==> src/design/ps2mct_pkg.sv <==
`timescale 1ns / 1ps

package ps2mct_pkg;

   localparam int CFG_W    = 13;
   localparam int PIXEL_W  = 12;
   localparam int CELL_X_W = 9;
   localparam int CELL_Y_W = 8;
   localparam int BTN_W    = 3;
   localparam int BYTE_W   = 8;
   localparam int INDEX_W  = 2;

   // Header byte fields.
   localparam int SYNC_BIT   = 3;
   localparam int X_SIGN_BIT = 4;
   localparam int Y_SIGN_BIT = 5;

   // Character cell is 8 pixels wide and 16 pixels high.
   localparam int CELL_W_SHIFT = 3;
   localparam int CELL_H_SHIFT = 4;

   localparam logic [CFG_W-1:0] WIDTH_RESET  = 13'd1024;
   localparam logic [CFG_W-1:0] HEIGHT_RESET = 13'd768;

   localparam logic [INDEX_W-1:0] REG_SCREEN_WIDTH  = 2'd0;
   localparam logic [INDEX_W-1:0] REG_SCREEN_HEIGHT = 2'd1;

   // Position within a three byte packet.
   typedef enum logic [2:0] {
      POS_HEADER = 3'b001,
      POS_X_MOVE = 3'b010,
      POS_Y_MOVE = 3'b100
   } byte_pos_type;

   typedef struct packed {
      logic [PIXEL_W-1:0]  pixel_x;
      logic [PIXEL_W-1:0]  pixel_y;
      logic [CELL_X_W-1:0] cell_x;
      logic [CELL_Y_W-1:0] cell_y;
      logic [BTN_W-1:0]    buttons;
   } result_type;

endpackage

==> src/design/ps2_mouse_packet_cursor_tracker.sv <==
`timescale 1ns / 1ps

// Channel   Direction  Handshake              Payload
// req       in         req_valid / req_ready  data_ready, from_auxiliary, packet_byte
// rsp       out        rsp_valid / rsp_ready  pixel_x, pixel_y, cell_x, cell_y, buttons
// csr       in         csr_write_en           csr_index, csr_write_data
//
// One request is taken per clock while req_ready is high; a packet's third byte has its
// clamped result registered in the output register, or in the skid register if stalled.
// A two-entry output buffer (output register plus skid register) keeps requests
// flowing while a response is stalled; req_ready drops only while the skid is full.
// Synchronous reset returns the pointer to (512, 384) and waits for a header byte.
module ps2_mouse_packet_cursor_tracker #(
   parameter int COORD_BITS = 12
) (
   input  logic                                clock,
   input  logic                                reset,
   input  logic                                req_valid,
   output logic                                req_ready,
   input  logic                                req_data_ready,
   input  logic                                req_from_auxiliary,
   input  logic [ps2mct_pkg::BYTE_W-1:0]       req_packet_byte,
   output logic                                rsp_valid,
   input  logic                                rsp_ready,
   output logic [ps2mct_pkg::PIXEL_W-1:0]      rsp_pixel_x,
   output logic [ps2mct_pkg::PIXEL_W-1:0]      rsp_pixel_y,
   output logic [ps2mct_pkg::CELL_X_W-1:0]     rsp_cell_x,
   output logic [ps2mct_pkg::CELL_Y_W-1:0]     rsp_cell_y,
   output logic [ps2mct_pkg::BTN_W-1:0]        rsp_buttons,
   input  logic                                csr_write_en,
   input  logic [ps2mct_pkg::INDEX_W-1:0]      csr_index,
   input  logic [ps2mct_pkg::CFG_W-1:0]        csr_write_data
);
   import ps2mct_pkg::*;

   localparam int SUM_W = COORD_BITS + 2;
   localparam int CMP_W = (COORD_BITS + 1 > CFG_W) ? COORD_BITS + 1 : CFG_W;
   localparam int OUT_W = (COORD_BITS > PIXEL_W) ? COORD_BITS : PIXEL_W;
   localparam logic [COORD_BITS-1:0] X_RESET = COORD_BITS'(512);
   localparam logic [COORD_BITS-1:0] Y_RESET = COORD_BITS'(384);

   logic [CFG_W-1:0]      width_ff, width_in;
   logic [CFG_W-1:0]      height_ff, height_in;
   byte_pos_type          pos_ff, pos_in;
   logic [BYTE_W-1:0]     header_ff, header_in;
   logic [BYTE_W-1:0]     xmove_ff, xmove_in;
   logic [COORD_BITS-1:0] ptr_x_ff, ptr_x_in;
   logic [COORD_BITS-1:0] ptr_y_ff, ptr_y_in;
   logic                  out_valid_ff, out_valid_in;
   result_type            out_ff, out_in;
   logic                  skid_valid_ff, skid_valid_in;
   result_type            skid_ff, skid_in;

   logic                  accept;
   logic                  take_byte;
   logic                  produce;
   logic                  stalled;
   logic [COORD_BITS-1:0] max_x, max_y;
   logic [COORD_BITS-1:0] new_x, new_y;
   logic [SUM_W-1:0]      sum_x, sum_y;
   logic [OUT_W-1:0]      ext_x, ext_y;
   result_type            result;

   // Largest coordinate for a screen size: zero acts as one, sizes beyond the
   // coordinate range saturate.
   function automatic logic [COORD_BITS-1:0] max_coord(input logic [CFG_W-1:0] size);
      logic [CMP_W-1:0] size_w;
      logic [CMP_W-1:0] cap;
      size_w = CMP_W'(size);
      cap    = CMP_W'(1) << COORD_BITS;
      if (size == '0) begin
         return '0;
      end else if (size_w >= cap) begin
         return '1;
      end
      return COORD_BITS'(size_w - CMP_W'(1));
   endfunction

   function automatic logic [COORD_BITS-1:0] clamp(input logic [SUM_W-1:0] sum,
                                                   input logic [COORD_BITS-1:0] lim);
      if ($signed(sum) < 0) begin
         return '0;
      end else if ($signed(sum) > $signed({2'b00, lim})) begin
         return lim;
      end
      return sum[COORD_BITS-1:0];
   endfunction

   assign req_ready = !skid_valid_ff;
   assign accept    = req_valid && req_ready;
   assign take_byte = accept && req_data_ready && req_from_auxiliary;
   assign stalled   = out_valid_ff && !rsp_ready;

   assign max_x = max_coord(width_ff);
   assign max_y = max_coord(height_ff);

   // Nine bit deltas: the sign comes from the header, the low eight bits from the move byte.
   assign sum_x = {2'b00, ptr_x_ff}
                + {{(SUM_W - BYTE_W){header_ff[X_SIGN_BIT]}}, xmove_ff};
   assign sum_y = {2'b00, ptr_y_ff}
                - {{(SUM_W - BYTE_W){header_ff[Y_SIGN_BIT]}}, req_packet_byte};
   assign new_x = clamp(sum_x, max_x);
   assign new_y = clamp(sum_y, max_y);

   assign ext_x = OUT_W'(new_x);
   assign ext_y = OUT_W'(new_y);
   always_comb begin
      result.pixel_x = ext_x[PIXEL_W-1:0];
      result.pixel_y = ext_y[PIXEL_W-1:0];
      result.cell_x  = ext_x[CELL_X_W+CELL_W_SHIFT-1:CELL_W_SHIFT];
      result.cell_y  = ext_y[CELL_Y_W+CELL_H_SHIFT-1:CELL_H_SHIFT];
      result.buttons = header_ff[BTN_W-1:0];
   end

   always_comb begin
      width_in  = width_ff;
      height_in = height_ff;
      if (csr_write_en) begin
         unique case (csr_index)
            REG_SCREEN_WIDTH:  width_in  = csr_write_data;
            REG_SCREEN_HEIGHT: height_in = csr_write_data;
            default: ;
         endcase
      end
   end

   always_comb begin
      pos_in    = pos_ff;
      header_in = header_ff;
      xmove_in  = xmove_ff;
      ptr_x_in  = ptr_x_ff;
      ptr_y_in  = ptr_y_ff;
      produce   = 1'b0;
      if (take_byte) begin
         unique case (pos_ff)
            POS_HEADER: begin
               // A header without its sync bit is dropped to regain packet alignment.
               if (req_packet_byte[SYNC_BIT]) begin
                  header_in = req_packet_byte;
                  pos_in    = POS_X_MOVE;
               end
            end
            POS_X_MOVE: begin
               xmove_in = req_packet_byte;
               pos_in   = POS_Y_MOVE;
            end
            default: begin
               ptr_x_in = new_x;
               ptr_y_in = new_y;
               pos_in   = POS_HEADER;
               produce  = 1'b1;
            end
         endcase
      end
   end

   always_comb begin
      out_valid_in  = out_valid_ff;
      out_in        = out_ff;
      skid_valid_in = skid_valid_ff;
      skid_in       = skid_ff;
      if (stalled) begin
         if (produce) begin
            skid_valid_in = 1'b1;
            skid_in       = result;
         end
      end else if (skid_valid_ff) begin
         out_valid_in  = 1'b1;
         out_in        = skid_ff;
         skid_valid_in = 1'b0;
      end else begin
         out_valid_in = produce;
         if (produce) begin
            out_in = result;
         end
      end
   end

   always_ff @(posedge clock) begin
      if (reset) begin
         width_ff      <= WIDTH_RESET;
         height_ff     <= HEIGHT_RESET;
         pos_ff        <= POS_HEADER;
         ptr_x_ff      <= X_RESET;
         ptr_y_ff      <= Y_RESET;
         out_valid_ff  <= 1'b0;
         skid_valid_ff <= 1'b0;
      end else begin
         width_ff      <= width_in;
         height_ff     <= height_in;
         pos_ff        <= pos_in;
         ptr_x_ff      <= ptr_x_in;
         ptr_y_ff      <= ptr_y_in;
         out_valid_ff  <= out_valid_in;
         skid_valid_ff <= skid_valid_in;
      end
   end

   always_ff @(posedge clock) begin
      header_ff <= header_in;
      xmove_ff  <= xmove_in;
      out_ff    <= out_in;
      skid_ff   <= skid_in;
   end

   assign rsp_valid   = out_valid_ff;
   assign rsp_pixel_x = out_ff.pixel_x;
   assign rsp_pixel_y = out_ff.pixel_y;
   assign rsp_cell_x  = out_ff.cell_x;
   assign rsp_cell_y  = out_ff.cell_y;
   assign rsp_buttons = out_ff.buttons;

`ifndef SYNTHESIS
   a_skid_needs_out: assert property (@(posedge clock) disable iff (reset)
      skid_valid_ff |-> out_valid_ff)
      else $error("skid register holds a response while the output register is empty");

   a_packet_gives_rsp: assert property (@(posedge clock) disable iff (reset)
      produce |=> rsp_valid)
      else $error("completed packet produced no response");

   a_header_synced: assert property (@(posedge clock) disable iff (reset)
      (pos_ff != POS_HEADER) |-> header_ff[SYNC_BIT])
      else $error("packet in progress with a header lacking its sync bit");

   a_ignored_byte_holds: assert property (@(posedge clock) disable iff (reset)
      !take_byte |=> $stable(pos_ff) && $stable(ptr_x_ff) && $stable(ptr_y_ff))
      else $error("packet state moved without an accepted mouse byte");
`endif

endmodule
==> config.mk <==
export PLATFORM = sky130hd
export DESIGN_NAME = ps2_mouse_packet_cursor_tracker
export DESIGN_NICKNAME = d
export VERILOG_FILES = /design/src/design/ps2mct_pkg.sv /design/src/design/ps2_mouse_packet_cursor_tracker.sv
export SDC_FILE = /design/constraint.sdc
export NUM_CORES = 1
export LEC_CHECK = 0
export ABC_AREA = 1
export BUFFER_PORTS_ARGS = -buffer_cell sky130_fd_sc_hd__clkbuf_2
export CAP_MARGIN = 25
export CORE_UTILIZATION = 55
export CTS_CLUSTER_DIAMETER = 120
export DETAILED_ROUTE_END_ITERATION = 8
export PLACE_DENSITY = 0.75
export SYNTH_ARGS = -nofsm -noshare
export SYNTH_HDL_FRONTEND = slang
export SYNTH_SLANG_ARGS = --single-unit
==> constraint.sdc <==
create_clock -name clock -period 3.9 [get_ports clock]
set_input_delay 0.78 -clock clock [delete_from_list [all_inputs] [get_ports clock]]
set_output_delay 0.78 -clock clock [all_outputs]
set_load 0.02 [all_outputs]
After elaboration in Yosys (flattened, before gate mapping)
Index checks and enable logic that the tools add are counted.
- flip-flop bits (word level): 156
- input bits: 30
- output and inout bits: 46
- word-level logic and storage cells: 82
- add/subtract/negate cells: 4
- $lt $le $gt $ge: 6
- equal/unequal tests: 4
- muxes and demuxes: 27
- bitwise gates (word level): 2
- reduce and logical (&&, ||, !) cells: 20
- operators by type and width (operator ; number):
    $mux W12 ; 12
    $mux W44 ; 2
    $gt A14 B13 Y1 ; 2
    $lt A14 B1 Y1 const B ; 2
    $ge A13 B13 Y1 const B ; 2
    $logic_not A13 Y1 ; 2
    $sub A12 B1 Y12 const B ; 2
    $add A13 B9 Y14 ; 1
    $reduce_and A2 Y1 ; 7
    $sub A13 B9 Y14 ; 1
    $mux W1 ; 11
    $pmux W3 S2 ; 1
    $logic_and A1 B1 Y1 ; 4
    $reduce_or A2 Y1 ; 2
    $eq A3 B1 Y1 const B ; 1
    $eq A3 B2 Y1 const B ; 1
    $mux W3 ; 1
    $reduce_and A3 Y1 ; 1
    $eq A2 B1 Y1 const B ; 1
    $logic_not A1 Y1 ; 2
    $logic_not A2 Y1 ; 1
    $ne A2 B2 Y1 const B ; 1
    $not A1 Y1 ; 2
    $reduce_bool A2 Y1 ; 1

Depth between registers and ports, before layout
Gate-level depths: netlist of run 1.
- depth after elaboration: 10
- depth in mapped cells: 25
- gate-level depth less buffers: 24

Worst setup path before layout of run 1
Ideal clock, no wire load.
- path type: input port to flip-flop
- from: input req_packet_byte[0] (netlist name)
- to: register skid_ff[22] (netlist name), data pin
- setup time: 0.255 ns
- arrival time: 3.211 ns
- required time: 3.645 ns
- setup slack: 0.434 ns
- cell stages on the path: 19
- path buffers: 1
- cells stage by stage: ha_1 > inv_1 > fa_1 > nand3_1 > nand2_1 > a21oi_1 > xor2_1 > inv_1 > ha_1 > nand2_1 > nand2_1 > nand2_1 > nand2_1 > a21boi_0 > nand2_1 > nand2_1 > clkbuf_1 > nand4_1 > and2_1
- longest elaborated chain between the ends: 5
- elaborated cells between the ends (all ways): 7
- classes of those cells: add/sub: 1; order compare: 2; mux: 4
- RTL lines (item ; RTL line ; RTL):
    from (decl) ; ps2_mouse_packet_cursor_tracker.sv:22 ; input logic [ps2mct_pkg::BYTE_W-1:0] req_packet_byte,
    $sub A13 B9 Y14 (*) ; ps2_mouse_packet_cursor_tracker.sv:101 ; - {{(SUM_W - BYTE_W){header_ff[Y_SIGN_BIT]}}, req_packet_byte};
    $gt A14 B13 Y1 ; ps2_mouse_packet_cursor_tracker.sv:83 ; end else if ($signed(sum) > $signed({2'b00, lim})) begin
    $mux W1 ; ps2_mouse_packet_cursor_tracker.sv:83 ;
    $mux W1 ; ps2_mouse_packet_cursor_tracker.sv:81 ; if ($signed(sum) < 0) begin
    $mux W12 (*) ; ps2_mouse_packet_cursor_tracker.sv:86 ; return sum[COORD_BITS-1:0];
    named net ext_y[2] ; ps2_mouse_packet_cursor_tracker.sv:61 ; logic [OUT_W-1:0] ext_x, ext_y;
    to (signal assigned) ; ps2_mouse_packet_cursor_tracker.sv:203 ; skid_ff <= skid_in;
    to (decl) ; ps2_mouse_packet_cursor_tracker.sv:52 ; result_type skid_ff, skid_in;
The timed path passes the listed nets; every way through them passes the cells marked *.
A chain may end at the register's enable or synchronous reset.

Worst setup path after layout of run 1
- from: register xmove_ff[0]
- to: register out_ff (netlist bit rsp_pixel_x[7]), data pin
- longest elaborated chain between the ends: 7
- elaborated cells between the ends (all ways): 9
- classes of those cells: add/sub: 1; order compare: 2; mux: 6
- RTL lines (item ; RTL line ; RTL):
    from (decl) ; ps2_mouse_packet_cursor_tracker.sv:46 ; logic [BYTE_W-1:0] xmove_ff, xmove_in;
    from (signal assigned) ; ps2_mouse_packet_cursor_tracker.sv:201 ; xmove_ff <= xmove_in;
    $add A13 B9 Y14 (*) ; ps2_mouse_packet_cursor_tracker.sv:99 ; + {{(SUM_W - BYTE_W){header_ff[X_SIGN_BIT]}}, xmove_ff};
    $gt A14 B13 Y1 ; ps2_mouse_packet_cursor_tracker.sv:83 ;
    $mux W1 ; ps2_mouse_packet_cursor_tracker.sv:83 ;
    $mux W1 ; ps2_mouse_packet_cursor_tracker.sv:81 ;
    $mux W12 (*) ; ps2_mouse_packet_cursor_tracker.sv:86 ;
    $mux W44 (*) ; ps2_mouse_packet_cursor_tracker.sv:173 ; if (produce) begin
    $mux W44 (*) ; ps2_mouse_packet_cursor_tracker.sv:167 ; end else if (skid_valid_ff) begin
    to (signal assigned) ; ps2_mouse_packet_cursor_tracker.sv:202 ; out_ff <= out_in;
    to (decl) ; ps2_mouse_packet_cursor_tracker.sv:50 ; result_type out_ff, out_in;
Mark *: on every way between the ends. The rest lies on a longest branch, timed or not. The select of a mux whose other input is x is not followed.

==> results of run 1 <==
-- sequential cells by signal, indices dropped and copies added, names as in the netlist --
name           count
ptr_x_ff          12
skid_valid_ff      1
skid_ff           27
rsp_buttons        3
rsp_pixel_y       12
height_ff         13
xmove_ff           8
header_ff          5
width_ff          13
rsp_pixel_x       12
pos_ff             3
ptr_y_ff          12
rsp_valid          1
-- through the flow --
stage	power (W)	worst slack, ps	hold slack (ps)
after CTS	0.00382	197	457
after global placement	0.00207	117	435
final	0.00382	270	455
after floorplan	0.00191	434	427
after global routing	0.00396	-12.6	461
after detailed placement	0.00208	121	437
-- cells in the mapped netlist (3+ instances only) --
master / count
or2_2: 4
inv_1: 124
nand2_2: 10
buf_6: 5
inv_2: 3
o21ai_1: 3
nand3_2: 3
nand3_1: 101
nor2_1: 69
buf_4: 20
and2_1: 21
dfxtp_1: 55
nand4_1: 24
ha_1: 54
clkbuf_1: 10
o21ai_0: 42
xor2_1: 14
buf_2: 7
o211ai_1: 3
edfxtp_1: 67
a21o_1: 3
nor3_1: 3
a21oi_1: 53
o21ai_2: 13
nand2_1: 280
nor3_2: 3
xnor2_1: 4
-- final timing paths --
path / from / to / slack, ps / depth (start not counted)
worst min-delay path: ptr_x_ff[0] / ptr_x_ff[0] / 460 / 2
worst min register to register: ptr_x_ff[0] / ptr_x_ff[0] / 460 / 2
worst max register to register: xmove_ff[0] / rsp_pixel_x[7] / 270 / 19
worst max-delay path: xmove_ff[0] / rsp_pixel_x[7] / 270 / 19
-- critical path, cell delays in order, from the launching register on --
cell	delay (ps)
edfxtp_1	410
ha_1	290
fa_1	470
nand3_1	120
nand3_1	110
a21o_1	200
xnor2_2	210
inv_1	70
ha_1	270
nand2_1	40
nor2_1	130
and3_1	180
nand2_1	60
nand2_1	60
nand2_1	100
nand3_4	200
buf_4	160
o21ai_2	80
nand3_1	140
nand2_1	70
-- cell type report --
| cell class | instances | area, µm² | area share (%) |
|---|---|---|---|
| Timing Repair Buffer | 97 | 541 | 6.03 |
| Clock inverter | 14 | 219 | 2.44 |
| Clock buffer | 18 | 429 | 4.79 |
| Inverter | 127 | 477 | 5.32 |
| Sequential cell | 122 | 3110 | 34.7 |
| Tap cell | 180 | 225 | 2.51 |
| Multi-Input combinational cell | 729 | 3960 | 44.2 |
-- routing by layer --
layer | track usage, % | wire length (µm) | share of wire [%] | vias to the layer above
met5 | 0 | 0 | 0 | -
met2 | 41.8 | 8590 | 44 | 250
met3 | 6.39 | 1410 | 7.3 | 18
li1 | - | - | - | 3500
met1 | 38.7 | 9110 | 47 | 3091
met4 | 8.33 | 229 | 1.2 | 0
-- cell families (layout without fill, tap and decap cells) --
group	count (synthesis)	count (layout)
AND/OR/NAND/NOR	529	529
buffers and inverters	169	256
AO/OA/AOI/OAI	126	126
flip-flops	122	122
adder cells (fa/ha/maj)	56	56
XOR/XNOR	18	18
-- power by group through the flow --
stage / registers, W / clock network [W] / logic [W]
5_1_grt: 0.00142 / 0.00181 / 0.000733
4_1_cts: 0.00142 / 0.00176 / 0.000639
3_3_place_gp: 0.00145 / 0 / 0.000622
6_report: 0.00142 / 0.00175 / 0.000649
2_1_floorplan: 0.00145 / 0 / 0.000461
3_5_place_dp: 0.00145 / 0 / 0.000630
-- timing repair --
item,4_1_cts,5_1_grt
hold endpoints to repair,0,0
buffers inserted,0,4
setup endpoints to repair,0,22
gates resized for setup,0,3
==> run metrics, run 1 <==
H-tree depth=4; Distinct cells, synth=42; Die Ht=121 µm; VDD IR max=248 µV; Final Cell Area=0.00897 mm²; Setup CP Type=reg2reg; largest net degree at the start of global routing=32; adder-cell share of the synthesized area=9.16%; fin util=64.6%; dpl hpwl=14.7 mm; Core Box Area=0.0139 mm²; sequential area share after synthesis=39.8%; post-route ant nets=0; Clk Latency, worst-skew pair=420 ps; Switching Share=27.4%; Internal=0.00277 W; Top FF cell, synth=edfxtp_1; number of flops mapped to enable cells by yosys=67; largest family of logic cells by synthesized area=simple AND/OR/NAND/NOR gates; P&R area growth vs syn=14.7%; Total Wirelength=19.3 mm; hold buffer count at CTS=0; I/O pin count=76; Worst slew margin=34.1%; pwr dens=426 mW/mm²; syn nets=1106; RD Place Congestion=0.972; initial DRC count=546; fin crit share=93.1%; Max Transition Viols Final=0; run status=complete, no violations; commonest non-fill, non-tap cell in the layout=nand2_1; synthesized cell area=0.00781 mm²; Yosys top cell area share=25.7%; sw power=0.00105 W; Longest Clk Path Bufs=2; initial antenna violation count=0; WL per Instance=15.0 µm; Post-synth ARST share=0%; startpoint class of the critical path=flop; synth top area cells=edfxtp_1 (26%), dfxtp_1 (14%), nand2_1 (13%); max cap viols=0; Peak Freq=0.275 GHz; CTS tree=yes; die width=121 µm; clk sinks=122; final setup fails=0; vias in the first global route=6095; Arrival @ worst endpoint=3810 ps; simple-gate share of the synthesized area=30.2%; nets=1180; cts bufs inserted=17; fin cells=1287; number of synthesis warnings=0; Total GRT Usage=27.5%; Comb pwr share=17.0%; Final min period=3630 ps; setup TNS=0 ps; Post-DP Area=0.00828 mm²; fillers=1177; actual slew at the worst max-slew pin=988 ps; vias=6859; worst-path maximum fanout=11; Hold WC Path Type=reg2reg; Reg clk slew, reported paths=60 ps; biggest area consumer among synthesized cells=edfxtp_1; commonest non-fill, non-tap cells in the layout=nand2_1 (280), inv_1 (124), nand3_1 (101), clkbuf_2 (75), nor2_1 (68); layout cells sized above 1=15.6%; FF+latch count, synth=122; PortBufs=75; Clock Tree Root=clkbuf_16; Die Area=0.0147 mm²; via-per-instance ratio=5.33; post-synthesis mux area share=0%; Hold Vio Cnt, Final=0; first-pass GRT wire length=30.6 mm; Synth Area in XOR/XNOR=2.02%; Starting Density=56.3%; Gate Count Post-Synth=1020; Inserted Diodes=0; 1st-pass router iterations=5; Static Leak=4.46 nW; Rows=43; # DRC=0; Required @ worst endpoint=4080 ps; placed insts=1251; sequential power share=37.2%; clock network fraction of total power=45.8%; total gr overflow=0; Worst Setup End Kind=flop; syn_area_per_cell=7.66 µm²; post-synthesis compound-gate area fraction=9.14%; skew final=13.4 ps
No activity file was read; power rests on OpenSTA's default activity.
==> inputs of run 2 (changes only) <==
--- a/config.mk
+++ b/config.mk
@@ -12,6 +12,7 @@
 export CTS_CLUSTER_DIAMETER = 120
 export DETAILED_ROUTE_END_ITERATION = 8
 export PLACE_DENSITY = 0.75
+export SLEW_MARGIN = 40
 export SYNTH_ARGS = -nofsm -noshare
 export SYNTH_HDL_FRONTEND = slang
 export SYNTH_SLANG_ARGS = --single-unit
==> constraint.sdc (replaced) <==
create_clock -name clock -period 3.9 [get_ports clock]
set_input_delay 0.39 -clock clock [delete_from_list [all_inputs] [get_ports clock]]
set_output_delay 0.39 -clock clock [all_outputs]
set_load 0.02 [all_outputs]
==> run 2 against run 1 <==
Effect of this change:
- first-iteration DRC count up 12%
- combinational power is 3% lower
- count of clock-buffer cells in the layout fell by 1
- clock power down 10%
- via count decreased by 0.61%
- cell count shrank 1.1%
- sequential cell count did not move
- sequential share of layout area is 0.63 points higher
- non-clock buffer count down 14
- global-route usage is 0.31 points lower
- largest cell class unchanged
- highest routed layer unchanged
==> run metrics, run 2 (synthesis results as in run 1) <==
vias=6817 (-0.61%); 1st-pass router iterations=5 (unchanged); Static Leak=4.36 nW (-2.3%); largest register by flop count=skid_ff; worst-path maximum fanout=11 (unchanged); RD Place Congestion=0.914 (-6.0%); P&R area growth vs syn=12.7%; Inserted Diodes=0 (unchanged); die width=121 µm (unchanged); Worst Setup End Kind=flop; max reg flops=27 (unchanged); Reg clk slew, reported paths=60 ps (about the same); initial antenna violation count=0 (unchanged); run status=complete, no violations; Peak Freq=0.274 GHz (-0.46%); CTS tree=yes; startpoint class of the critical path=flop; VDD IR max=297 µV (+20%); pwr dens=411 mW/mm² (-3.3%); Final Cell Area=0.00881 mm² (-1.7%); Largest regs=skid_ff (27), height_ff (13), width_ff (13); I/O pin count=76 (unchanged); Total GRT Usage=27.2% (-0.31 points); Hold WC Path Type=in2reg; Clk Latency, worst-skew pair=420 ps (about the same); Required @ worst endpoint=4060 ps (-20 ps); total gr overflow=0 (unchanged); dpl hpwl=14.5 mm (-1.5%); layout cells sized above 1=14.9% (-0.71 points); Post-DP Area=0.00819 mm² (-1.1%); Hold Vio Cnt, Final=0 (unchanged); Longest Clk Path Bufs=2 (unchanged); Rows=43 (unchanged); Final min period=3650 ps (+16.7 ps); Starting Density=56.3% (unchanged); Setup WS post-layout=253 ps (-16.7 ps); first-pass GRT wire length=30.3 mm (-1.2%); setup TNS=0 ps (unchanged); Die Area=0.0147 mm² (unchanged); PortBufs=75 (unchanged); H-tree depth=4 (unchanged); Clock Tree Root=clkbuf_16; skew final=11.2 ps (-2.29 ps); final setup fails=0 (unchanged); actual slew at the worst max-slew pin=720 ps (-268 ps); total power=0.00363 W (-5.0%); Die Ht=121 µm (unchanged); Worst slew margin=51.9% (+18 points); Max Transition Viols Final=0 (unchanged); Place WS=188 ps (+67.0 ps); post-route ant nets=0 (unchanged); Total Wirelength=19.0 mm (-1.6%); via-per-instance ratio=5.36 (+0.48%); max cap viols=0 (unchanged); initial DRC count=612 (+12%); Arrival @ worst endpoint=3810 ps (about the same); commonest non-fill, non-tap cell in the layout=nand2_1; # DRC=0 (unchanged); unrepaired setup endpoints after global routing=no; vias in the first global route=6193 (+1.6%); Core Box Area=0.0139 mm² (unchanged); nets=1166 (-1.2%); WL per Instance=15.0 µm (-0.47%); fin crit share=93.5% (+0.43 points); Setup CP Type=reg2reg; clk sinks=122 (unchanged); largest net degree at the start of global routing=32 (unchanged); cts bufs inserted=17 (unchanged); commonest non-fill, non-tap cells in the layout=nand2_1 (280), inv_1 (124), nand3_1 (101), clkbuf_2 (75), nor2_1 (68)
[run 2: cell types whose count changed in the layout (fill, tap and decap cells not counted), sizes merged]
cell	previous run	this run
buf	22	8
bufinv	5	2
clkbuf	93	92
clkinv	6	3
clkinvlp	0	4
inv	130	133
[run 2: worst max-delay path, cell delays in order (launching register included)]
cell	delay, ps
edfxtp_1	390
ha_1	280
fa_2	410
nand3_1	110
nand3_1	140
a21o_1	240
xnor2_2	210
inv_1	70
ha_1	280
nand2_1	50
nor2_1	140
and3_1	190
nand4_1	90
nand2_1	190
and2_4	240
nand3_1	120
nand3_1	140
nand2_1	100
[run 2: cell type report]
class | count | area [µm²]
timing repair buffer | 83 | 435
multi-input combinational | 729 | 3970
fill | 1200 | 5070
clock inverter | 15 | 164
tap | 180 | 225
clock buffer | 17 | 425
sequential | 122 | 3110
inverter | 127 | 477
[run 2: timing repair]
action,in CTS,in global routing
buffers inserted,0,2
setup endpoints to repair,0,15
resized for setup,0,2
hold buffers,0,0
[run 2: final timing paths]
check	start	endpoint	slack [ps]	depth (start not counted)
min	req_packet_byte[7]	xmove_ff[7]	200	1
max reg2reg	xmove_ff[0]	rsp_pixel_x[4]	250	17
max	xmove_ff[0]	rsp_pixel_x[4]	250	17
min reg2reg	header_ff[1]	skid_ff[1]	450	0
[run 2: power breakdown]
| part | switching [W] | internal [W] | leakage (nW) | total, W |
|---|---|---|---|---|
| clock network | 0.000622 | 0.000951 | 0.279 | 0.00157 |
| logic | 0.000412 | 0.000220 | 3.03 | 0.000632 |
| registers | 0.0000194 | 0.00140 | 1.05 | 0.00142 |
[run 2: metal layers]
metal | wire [µm] | vias up | track usage [%]
met5 | 0 | - | 0
met4 | 363 | 0 | 8.02
met3 | 1400 | 28 | 5.55
met2 | 8400 | 268 | 42.2
met1 | 8870 | 3044 | 38.1
li1 | - | 3477 | -
[run 2: stage by stage]
step           std cells  hold WS (ps)  util (%)
4_1_cts             1271           186      63.2
3_5_place_dp        1239           436      59.0
2_1_floorplan       1020           427         -
3_3_place_gp        1239           438      59.0
5_1_grt             1273           188      63.5
6_report            1273           199      63.5
==> inputs of run 3 (changes only) <==
--- a/config.mk
+++ b/config.mk
@@ -8,6 +8,7 @@
 export ABC_AREA = 1
 export BUFFER_PORTS_ARGS = -buffer_cell sky130_fd_sc_hd__clkbuf_2
 export CAP_MARGIN = 25
+export CORE_ASPECT_RATIO = 0.9
 export CORE_UTILIZATION = 55
 export CTS_CLUSTER_DIAMETER = 120
 export DETAILED_ROUTE_END_ITERATION = 8
==> run 3 against run 2 <==
Effect of this change:
- first-iteration DRC count decreased by 9.2%
- count of clock-buffer cells in the layout increased by 2
- sequential cell count unchanged
- non-clock buffer count decreased by 1
- clock power decreased by 4%
- highest routed layer unchanged
- critical endpoint is now skid_ff[42]
- routed wire length decreased by 0.31%
- register-to-register slack got worse by 20 ps
- critical path type unchanged
- hold slack improved by 1.9 ps
- cell count increased by 0.63%
==> run metrics, run 3 (synthesis results as in run 1) <==
run status=complete, no violations; CTS tree=yes; I/O pin count=76 (unchanged); actual slew at the worst max-slew pin=659 ps (-61.4 ps); placed insts=1249 (+0.81%); H-tree depth=4 (unchanged); Longest Clk Path Bufs=2 (unchanged); most used cell, CP=nand2_1; Clk Latency, worst-skew pair=420 ps (about the same); unrepaired setup endpoints after global routing=no; Die Ht=115 µm (-5.0%); initial antenna violation count=0 (unchanged); Max Transition Viols Final=0 (unchanged); Comb pwr share=17.8% (+0.4 points); Rows=40 (-7.0%); Core Box Area=0.0136 mm² (-1.9%); Top delay family on crit path=simple AND/OR/NAND/NOR gates; dpl hpwl=14.7 mm (+1.5%); cts bufs inserted=17 (unchanged); final setup fails=0 (unchanged); P&R area growth vs syn=12.3%; initial DRC count=556 (-9.2%); Arrival @ worst endpoint=3840 ps (+30 ps); vias=6818 (+0.015%); worst-path maximum fanout=13 (+2); layout cells sized above 1=14.3% (-0.63 points); total gr overflow=0 (unchanged); largest net degree at the start of global routing=32 (unchanged); clk sinks=122 (unchanged); Hold Vio Cnt, Final=0 (unchanged); pwr dens=406 mW/mm² (-1.3%); Worst Hold Slack=201 ps (+1.92 ps); Reg clk slew, reported paths=60 ps (about the same); # DRC=0 (unchanged); largest register by flop count=skid_ff; via-per-instance ratio=5.32 (-0.61%); Setup CP Type=reg2reg; hold buffer count at CTS=0 (unchanged); Total Wirelength=19.0 mm (-0.31%); crit-path cells=ha_1 -> fa_1 -> nand3_1 -> nand3_1 -> a21o_1 -> xnor2_2 -> inv_1 -> ha_1 -> nand2_1 -> nor2_1 -> and3_1 -> nand2_1 -> nand2_1 -> nand2_1 -> nand3_4 -> o21ai_0 -> and2_1; max reg flops=27 (unchanged); WL per Instance=14.8 µm (-0.93%); clock network fraction of total power=42.4% (-1.0 points); Internal=0.00255 W (-0.82%); VDD IR max=247 µV (-17%); die width=128 µm (+5.3%); skew final=3.84 ps (-7.32 ps); Die Area=0.0147 mm² (about the same); sw power=0.00101 W (-3.8%); commonest non-fill, non-tap cells in the layout=nand2_1 (280), inv_1 (124), nand3_1 (101), clkbuf_2 (75), nor2_1 (68); Hold WC Path Type=in2reg; PortBufs=75 (unchanged); Static Leak=4.34 nW (-0.46%); worst path buffer plus inverter count=1 (unchanged); RD Place Congestion=0.919 (+0.51%); Starting Density=57.4% (+1.1 points); Required @ worst endpoint=4070 ps (about the same); nets=1165 (-0.086%); sequential power share=39.8% (+0.6 points); post-route ant nets=0 (unchanged); fillers=1205 (+0.42%); Switching Share=28.4% (-0.62 points); vias in the first global route=6116 (-1.2%); fin cells=1281 (+0.63%); fin util=64.5% (+1.0 points); first-pass GRT wire length=30.8 mm (+1.8%); Worst slew margin=55.9% (+4.0 points); slowest stage delay, CP=480 ps (+70 ps); Final min period=3670 ps (+24.9 ps); Max stage delay cell, worst path=fa_1; startpoint class of the critical path=flop; 1st-pass router iterations=5 (unchanged); Inserted Diodes=0 (unchanged); Largest regs=skid_ff (27), height_ff (13), width_ff (13); Clock Tree Root=clkbuf_16; max cap viols=0 (unchanged); Peak Freq=0.272 GHz (-0.68%); Worst Setup End Kind=flop; postcts setup bufs=0 (unchanged); commonest non-fill, non-tap cell in the layout=nand2_1; setup TNS=0 ps (unchanged); fin crit share=94.1% (+0.64 points); Total GRT Usage=27.5% (+0.29 points)
-- run 3: per-stage QoR --
stage               instance area [µm²]  setup slack, ps  power (W)
CTS                                8770              172    0.00356
detailed placement                 8210              198    0.00206
global placement                   8210              196    0.00205
finish                             8780              228    0.00356
global route                       8780             7.55    0.00372
floorplan                          7820              743    0.00191
-- run 3: path summary, 6_finish.rpt --
path / start / to / slack, ps / cells past startpoint
min reg2reg: header_ff[2] / skid_ff[2] / 450 / 0
max reg2reg: xmove_ff[0] / skid_ff[42] / 230 / 17
max: xmove_ff[0] / skid_ff[42] / 230 / 17
min: req_packet_byte[7] / xmove_ff[7] / 200 / 1
-- run 3: power by group through the flow --
stage          clock network [W]  registers [W]  logic (W)
6_report                 0.00151        0.00142   0.000635
5_1_grt                  0.00158        0.00142   0.000717
4_1_cts                  0.00152        0.00142   0.000627
3_5_place_dp                   0        0.00145   0.000618
3_3_place_gp                   0        0.00144   0.000605
2_1_floorplan                  0        0.00145   0.000461
-- run 3: area by class of cell --
| cell class | instances | area [µm²] | share of cell area (%) |
|---|---|---|---|
| tap | 189 | 236 | 2.69 |
| sequential | 122 | 3110 | 35.5 |
| clock buffer | 19 | 433 | 4.93 |
| clock inverter | 13 | 129 | 1.47 |
| timing repair buffer | 82 | 428 | 4.88 |
| multi-input combinational | 729 | 3960 | 45.1 |
| inverter | 127 | 477 | 5.43 |
-- run 3: metal layers --
| metal | wire length [µm] | global-route usage (%) | up-vias |
|---|---|---|---|
| met5 | 0 | 0 | - |
| met4 | 259 | 7.53 | 0 |
| met3 | 1440 | 4.89 | 20 |
| met2 | 7930 | 40.9 | 263 |
| met1 | 9360 | 41.0 | 3073 |
| li1 | - | - | 3462 |
-- run 3: what timing repair did --
action,CTS,global route
endpoints found under the hold margin,0,0
setup endpoints to repair,0,12
resized for setup,0,1
